==> config.mk <==
export PLATFORM = sky130hd
export DESIGN_NAME = oas_cell
export DESIGN_NICKNAME = d
export VERILOG_FILES = /design/src/hdl/oas_pkg.sv /design/src/hdl/oas_cell.sv
export SDC_FILE = /design/constraint.sdc
export NUM_CORES = 1
export LEC_CHECK = 0
export ABC_AREA = 0
export BUFFER_PORTS_ARGS = -buffer_cell sky130_fd_sc_hd__buf_2
export CAP_MARGIN = 20
export CORE_MARGIN = 4
export CORE_UTILIZATION = 25
export DETAILED_ROUTE_END_ITERATION = 6
export GPL_ROUTABILITY_DRIVEN = 0
export HOLD_SLACK_MARGIN = 0.08
export PLACE_DENSITY = 0.58
export SETUP_SLACK_MARGIN = 0.05
export SYNTH_ARGS = -nofsm -noshare
export SYNTH_HDL_FRONTEND = slang
export SYNTH_SLANG_ARGS = --single-unit
==> constraint.sdc <==
create_clock -name clk -period 5.7 [get_ports clk]
set_input_delay 1.14 -clock clk [delete_from_list [all_inputs] [get_ports clk]]
set_output_delay 1.14 -clock clk [all_outputs]
set_load 0.03 [all_outputs]
==> src/hdl/oas_pkg.sv <==
package oas_pkg;

	// default store size
	localparam int SECTORS_DEF = 90;

	// field widths
	localparam int SECTOR_W = 7;
	localparam int RANGE_W  = 16;
	localparam int DEG_W    = 9;
	localparam int DEAD_W   = 8;
	localparam int LIN_W    = 5;
	localparam int ANG_W    = 7;
	localparam int SIDE_W   = 2;
	localparam int FLIP_W   = 2;

	// stream packing
	localparam int S_TDATA_W = 48;
	localparam int M_TDATA_W = 16;
	localparam int CFG_IDX_W = 2;
	localparam int CFG_DATA_W = 16;

	// opcodes carried on s_tuser
	localparam logic OP_SCAN   = 1'b0;
	localparam logic OP_DECIDE = 1'b1;

	// register indexes
	localparam logic [CFG_IDX_W-1:0] CFG_THRESHOLD = 2'd0;
	localparam logic [CFG_IDX_W-1:0] CFG_OFFSET    = 2'd1;
	localparam logic [CFG_IDX_W-1:0] CFG_BAND      = 2'd2;
	localparam logic [CFG_IDX_W-1:0] CFG_DEAD      = 2'd3;

	// register reset values
	localparam logic [RANGE_W-1:0] THRESHOLD_RST = 16'd400;
	localparam logic [DEG_W-1:0]   OFFSET_RST    = 9'd25;
	localparam logic [DEG_W-1:0]   BAND_RST      = 9'd150;
	localparam logic [DEAD_W-1:0]  DEAD_RST      = 8'd1;

	localparam logic [RANGE_W-1:0] PRESET_RANGE = 16'd800;
	localparam logic [DEG_W-1:0]   FULL_TURN    = 9'd360;

	// obstacle side codes
	localparam logic [SIDE_W-1:0] SIDE_NONE = 2'd0;
	localparam logic [SIDE_W-1:0] SIDE_LOW  = 2'd1;
	localparam logic [SIDE_W-1:0] SIDE_HIGH = 2'd2;

	localparam logic [FLIP_W-1:0] FLIP_LIMIT = 2'd2;

	// speeds in hundredths
	localparam logic [LIN_W-1:0] LIN_STOP   = 5'd0;
	localparam logic [LIN_W-1:0] LIN_STEER  = 5'd20;
	localparam logic [LIN_W-1:0] LIN_CRUISE = 5'd30;

	localparam logic signed [ANG_W-1:0] ANG_SPIN_L  = 7'sd40;
	localparam logic signed [ANG_W-1:0] ANG_SPIN_R  = -7'sd40;
	localparam logic signed [ANG_W-1:0] ANG_STEER_L = 7'sd20;
	localparam logic signed [ANG_W-1:0] ANG_STEER_R = -7'sd20;
	localparam logic signed [ANG_W-1:0] ANG_ZERO    = 7'sd0;

	typedef enum logic [1:0] {
		ST_IDLE,
		ST_SWEEP,
		ST_RESULT
	} state_t;

endpackage

==> src/hdl/oas_cell.sv <==
module oas_cell #(
	parameter int SECTORS = oas_pkg::SECTORS_DEF,
	parameter int IDXW    = 7,
	parameter int K       = 0
) (
	input  logic                          clk,
	input  logic                          arst_n,
	input  logic                          wr_en,
	input  logic [oas_pkg::SECTOR_W-1:0]  wr_sector,
	input  logic [oas_pkg::RANGE_W-1:0]   wr_range,
	input  logic                          in_vld,
	input  logic [oas_pkg::RANGE_W-1:0]   in_val,
	input  logic [IDXW-1:0]               in_idx,
	output logic                          out_vld,
	output logic [oas_pkg::RANGE_W-1:0]   out_val,
	output logic [IDXW-1:0]               out_idx
);

	localparam logic [IDXW-1:0] MY_IDX = IDXW'(K);

	logic [oas_pkg::RANGE_W-1:0] range_q;
	logic                        vld_q;
	logic [oas_pkg::RANGE_W-1:0] val_q;
	logic [IDXW-1:0]             idx_q;
	logic                        take;

	// strict compare keeps the lowest index among equal minima
	assign take = (range_q < in_val);

	always_ff @(posedge clk or negedge arst_n) begin
		if (!arst_n) begin
			range_q <= oas_pkg::PRESET_RANGE;
		end else if (wr_en && (32'(wr_sector) == K) && (K < SECTORS)) begin
			range_q <= wr_range;
		end
	end

	always_ff @(posedge clk or negedge arst_n) begin
		if (!arst_n) begin
			vld_q <= 1'b0;
		end else begin
			vld_q <= in_vld;
		end
	end

	always_ff @(posedge clk) begin
		if (in_vld) begin
			val_q <= take ? range_q : in_val;
			idx_q <= take ? MY_IDX : in_idx;
		end
	end

	assign out_vld = vld_q;
	assign out_val = val_q;
	assign out_idx = idx_q;

endmodule

==> Yosys cells after proc, flatten, opt, wreduce, memory -nomap -nowiden <==
Index checks and enable logic that the tools add are counted.
{ "word_totals": {"wordCells": 8, "out_inout_bits": 24, "reg_bits": 40, "inputBits": 50} }
{ "op_classes": {"n_lt_le_gt_ge": 1, "n_mux": 1, "n_reduce_logical": 2} }
{ "op_table": {"columns": ["cell", "count"], "rows": [
  ["$lt 16x16->1", 1],
  ["$mux 16", 1],
  ["$logic_not 7->1", 1],
  ["$logic_and 1x1->1", 1]
]} }

==> Longest topological paths before layout <==
{ "logic_depth": {"word_depth": 2, "mapped_depth": 8, "ltp_nobuf": 7} }

==> Worst setup path before layout <==
No wires, ideal clock.
{ "synth_path": {"path_kind": "input-to-reg", "from": "in in_val[11] (netlist name)", "to": "reg val_q (netlist bit out_val[10]), data pin", "t_arrival_ps": 2743, "required_ps": 5440, "path_slack_ps": 2696, "path_buffers": 1, "stages": 8, "setup_time_ps": 260, "path_cell_list": "inv_1 -> ha_1 -> and4_1 -> nand2_1 -> o41ai_1 -> a211o_4 -> buf_6 -> mux2_4"} }
{ "synth_via": {"elab_chain_cells": 2} }
{ "synth_lines": {"columns": ["element", "line_no", "source"], "rows": [
  ["from (decl)", "oas_cell.sv:12", "input logic [oas_pkg::RANGE_W-1:0] in_val,"],
  ["$lt 16x16->1", "oas_cell.sv:28", "assign take = (range_q < in_val);"],
  ["$mux 16", "oas_cell.sv:48", "val_q <= take ? range_q : in_val;"],
  ["to (signal assigned)", "oas_cell.sv:48", null],
  ["to (decl)", "oas_cell.sv:23", "logic [oas_pkg::RANGE_W-1:0] val_q;"]
]} }
No other way between the ends.
A chain may end at the register's enable or synchronous reset.

==> Worst setup path after layout <==
{ "layout_path": {"from": "in in_val[11] (netlist name)", "to": "reg val_q (netlist bit out_val[1]), data pin"} }
Same word-level chain as after synthesis.

==> results by group <==
Outcome
  • Status: completed

Clocking
  • Clock sinks: 40
  • Number of setup buffers added after CTS: 0
  • Post-CTS Resized: 0
  • TritonCTS Buffers: 5
  • CTS Hold Buffers Added: 0
  • Clock Path Buffers: 2
  • TritonCTS clock tree: yes
  • H-tree levels: 2
  • Clock Latency Late Sink: 0.28 ns
  • Clock Tree Root: clkbuf_8
  • Clk pin slew, worst setup/hold paths: 0.08 ns

Placed design
  • IO Port Bufs: 73
  • DPL Wire Length: 3380 um
  • Placed cell area: 2492 um2

GRT
  • Total track usage: 9.535%
  • Initial antenna violation count: 0
  • Vias in the first global route: 1,389
  • Largest net degree at the start of global routing: 25
  • First-pass GRT wire length: 7141 um
  • GRT overflow: 0

Timing
  • RSZ-0062 raised after global routing: no
  • Achievable Freq: 332.2 MHz
  • Final Skew: 0.006382 ns
  • Final Hold Viols: 0
  • Final Slew Violations: 0
  • TNS Setup: 0 ns
  • Hold slack final: 0.5461 ns
  • Relative slew slack: 49.21%
  • Crit share post-route: 52.81%
  • Setup violators final: 0
  • Final min period: 3.010 ns
  • Worst-Margin Slew: 0.7600 ns

Route
  • Drt pass-1 iters: 4
  • WL final: 4391 um
  • Routed WL per cell: 13.94 um
  • DR iter-0 viols: 29
  • Via count: 1,287
  • Vias per cell: 4.086
  • Final ANT Viol Nets: 0
  • Remaining DRCs: 0

Floorplanning
  • Initial Util: 25.95%
  • Number of I/O pins: 74
  • Chip width: 98.02 um
  • Core area: 7807 um2
  • Die area: 9607 um2
  • Die H: 98.02 um
  • Row Count: 32

Worst setup path
  • Crit-path max FO: 23
  • Arrival @ worst endpoint: 3.05 ns
  • Worst EP required: 5.74 ns
  • Worst Setup End Kind: flip-flop
  • Reg2reg setup slack: 3.26 ns
  • Startpoint class of the critical path: input pin
  • FF-to-FF Start: range_q[11]
  • Reg2reg path depth: 6
  • CP Class: in -> reg
  • R2r endpoint: out_val[1]

Hold path
  • HP Start: range_q[11]
  • Hold depth: 1
  • Worst min path class: reg -> reg
  • Hold Crit Endpoint: range_q[11]

Logic synthesis
  • Most common flop cell mapped by yosys: edfxtp_1
  • FFs w/ async S/R, synth: 42.50%
  • Synth Instances: 135
  • Net Count, Synth: 200
  • Seq/Total Area, Yosys: 55.28%
  • Register bit total from synthesis: 40
  • Warnings from Yosys: 0
  • Post-synth EDFFs: 23
  • Cell variety after synth: 27
  • Synthesized cell area: 2026 um2
  • Mean Syn Cell Area: 15.01 um2

Cells and area
  • Seq. cell area: 1120 um2
  • NumNets Final: 277
  • Most frequent cells in the layout: buf_2, edfxtp_1, mux2_2
  • Layout fillers: 803
  • Multi-input gate area: 823.3 um2
  • Commonest non-fill, non-tap cell in the layout: buf_2
  • P&R area growth vs syn: 27.18%
  • Fin area: 2576 um2
  • Ant. Diodes: 0
  • Layout cell share with drive strength beyond 1: 54.93%

Pwr
  • Part of the power in the clock network: 26.9%
  • Overall power: 0.6674 mW
  • Part of the power in combinational logic: 21.0%
  • Lkg Pwr: 1.277 nW
  • Net switching fraction of the power: 26.97%
  • Net switching power: 0.1800 mW
  • Peak supply drop: 0.00007964 V
  • PwrDens: 259.1 nW/um2
  • Register share of total power: 52.0%
  • Int Pwr: 0.4874 mW

Job
  • Max Cap Violations: 0
## stage by stage
stage,setup WS [ns],util [%],std cells
floorplan,2.696,-,135
global placement,2.454,31.92,307
detailed placement,2.384,31.92,307
CTS,2.678,33.00,315
global route,2.590,33.00,315
finish,2.690,33.00,315
## how the worst max path moves through the flow
stage	startpoint	to	slack, ns	depth (start not counted)
3_3_place_gp	in_val[9]	out_val[15]	2.45	8
5_1_grt	in_val[9]	out_val[1]	2.59	8
3_5_place_dp	in_val[9]	out_val[0]	2.38	8
4_1_cts	in_val[11]	out_val[1]	2.68	8
6_report	in_val[11]	out_val[1]	2.69	8
2_1_floorplan	in_val[11]	out_val[10]	2.70	8
## critical path: stages
cell and delay [ns]:
buf_2 0.09, inv_1 0.04, ha_1 0.30, and4_1 0.22, nand2_1 0.08, o41ai_1 0.43, a211o_4 0.39, mux2_2 0.38
## area by class of cell
class / instances / area share (%)
tap: 102 / 4.954
inverter: 15 / 2.186
multi-input combinational: 77 / 31.96
clock buffer: 6 / 2.817
timing repair buffer: 73 / 14.18
clock inverter: 2 / 0.4371
sequential: 40 / 43.47
## cell families (layout without fill, tap and decap cells)
family / Yosys count / count (layout) / synth area share, %
AO/OA/AOI/OAI: 12 / 12 / 5.498
adder cells (fa/ha/maj): 15 / 15 / 9.265
buffers and inverters: 18 / 96 / 4.076
flip-flops: 40 / 40 / 55.28
multiplexers: 32 / 32 / 20.20
AND/OR/NAND/NOR: 18 / 18 / 5.683
## layer usage
layer	global-route usage (%)	routed length [um]	up-vias
met4	2.556	35	0
li1	-	-	646
met5	0	0	-
met2	15.76	2130	47
met1	11.67	1883	590
met3	3.643	342	4
## power by group through the flow
stage               logic [mW]  clock network [mW]  registers (mW)
floorplan               0.0662                   0           0.383
global placement         0.141                   0           0.353
detailed placement       0.143                   0           0.354
CTS                      0.144               0.191           0.348
global route             0.154               0.202           0.351
finish                   0.140               0.180           0.347
## state kept, by name (all words and copies together), names as in the netlist
register,count
out_val,16
out_idx,7
range_q,16
out_vld,1
## synth_stat cells, types with 2 or more instances
library cell  instances  share of area [%]
a21oi_1               3               0.74
and2_1                7                2.2
and4_1                2               0.86
buf_6                 2                1.1
dfrtp_1              14                 17
dfstp_2               3                3.9
edfxtp_1             23                 34
ha_1                 15                9.3
inv_1                15                2.8
mux2_2               19                 11
mux2_4               13                9.6
nand2_1               3               0.56
nor2_1                2               0.37
No activity file was read; power rests on OpenSTA's default activity.
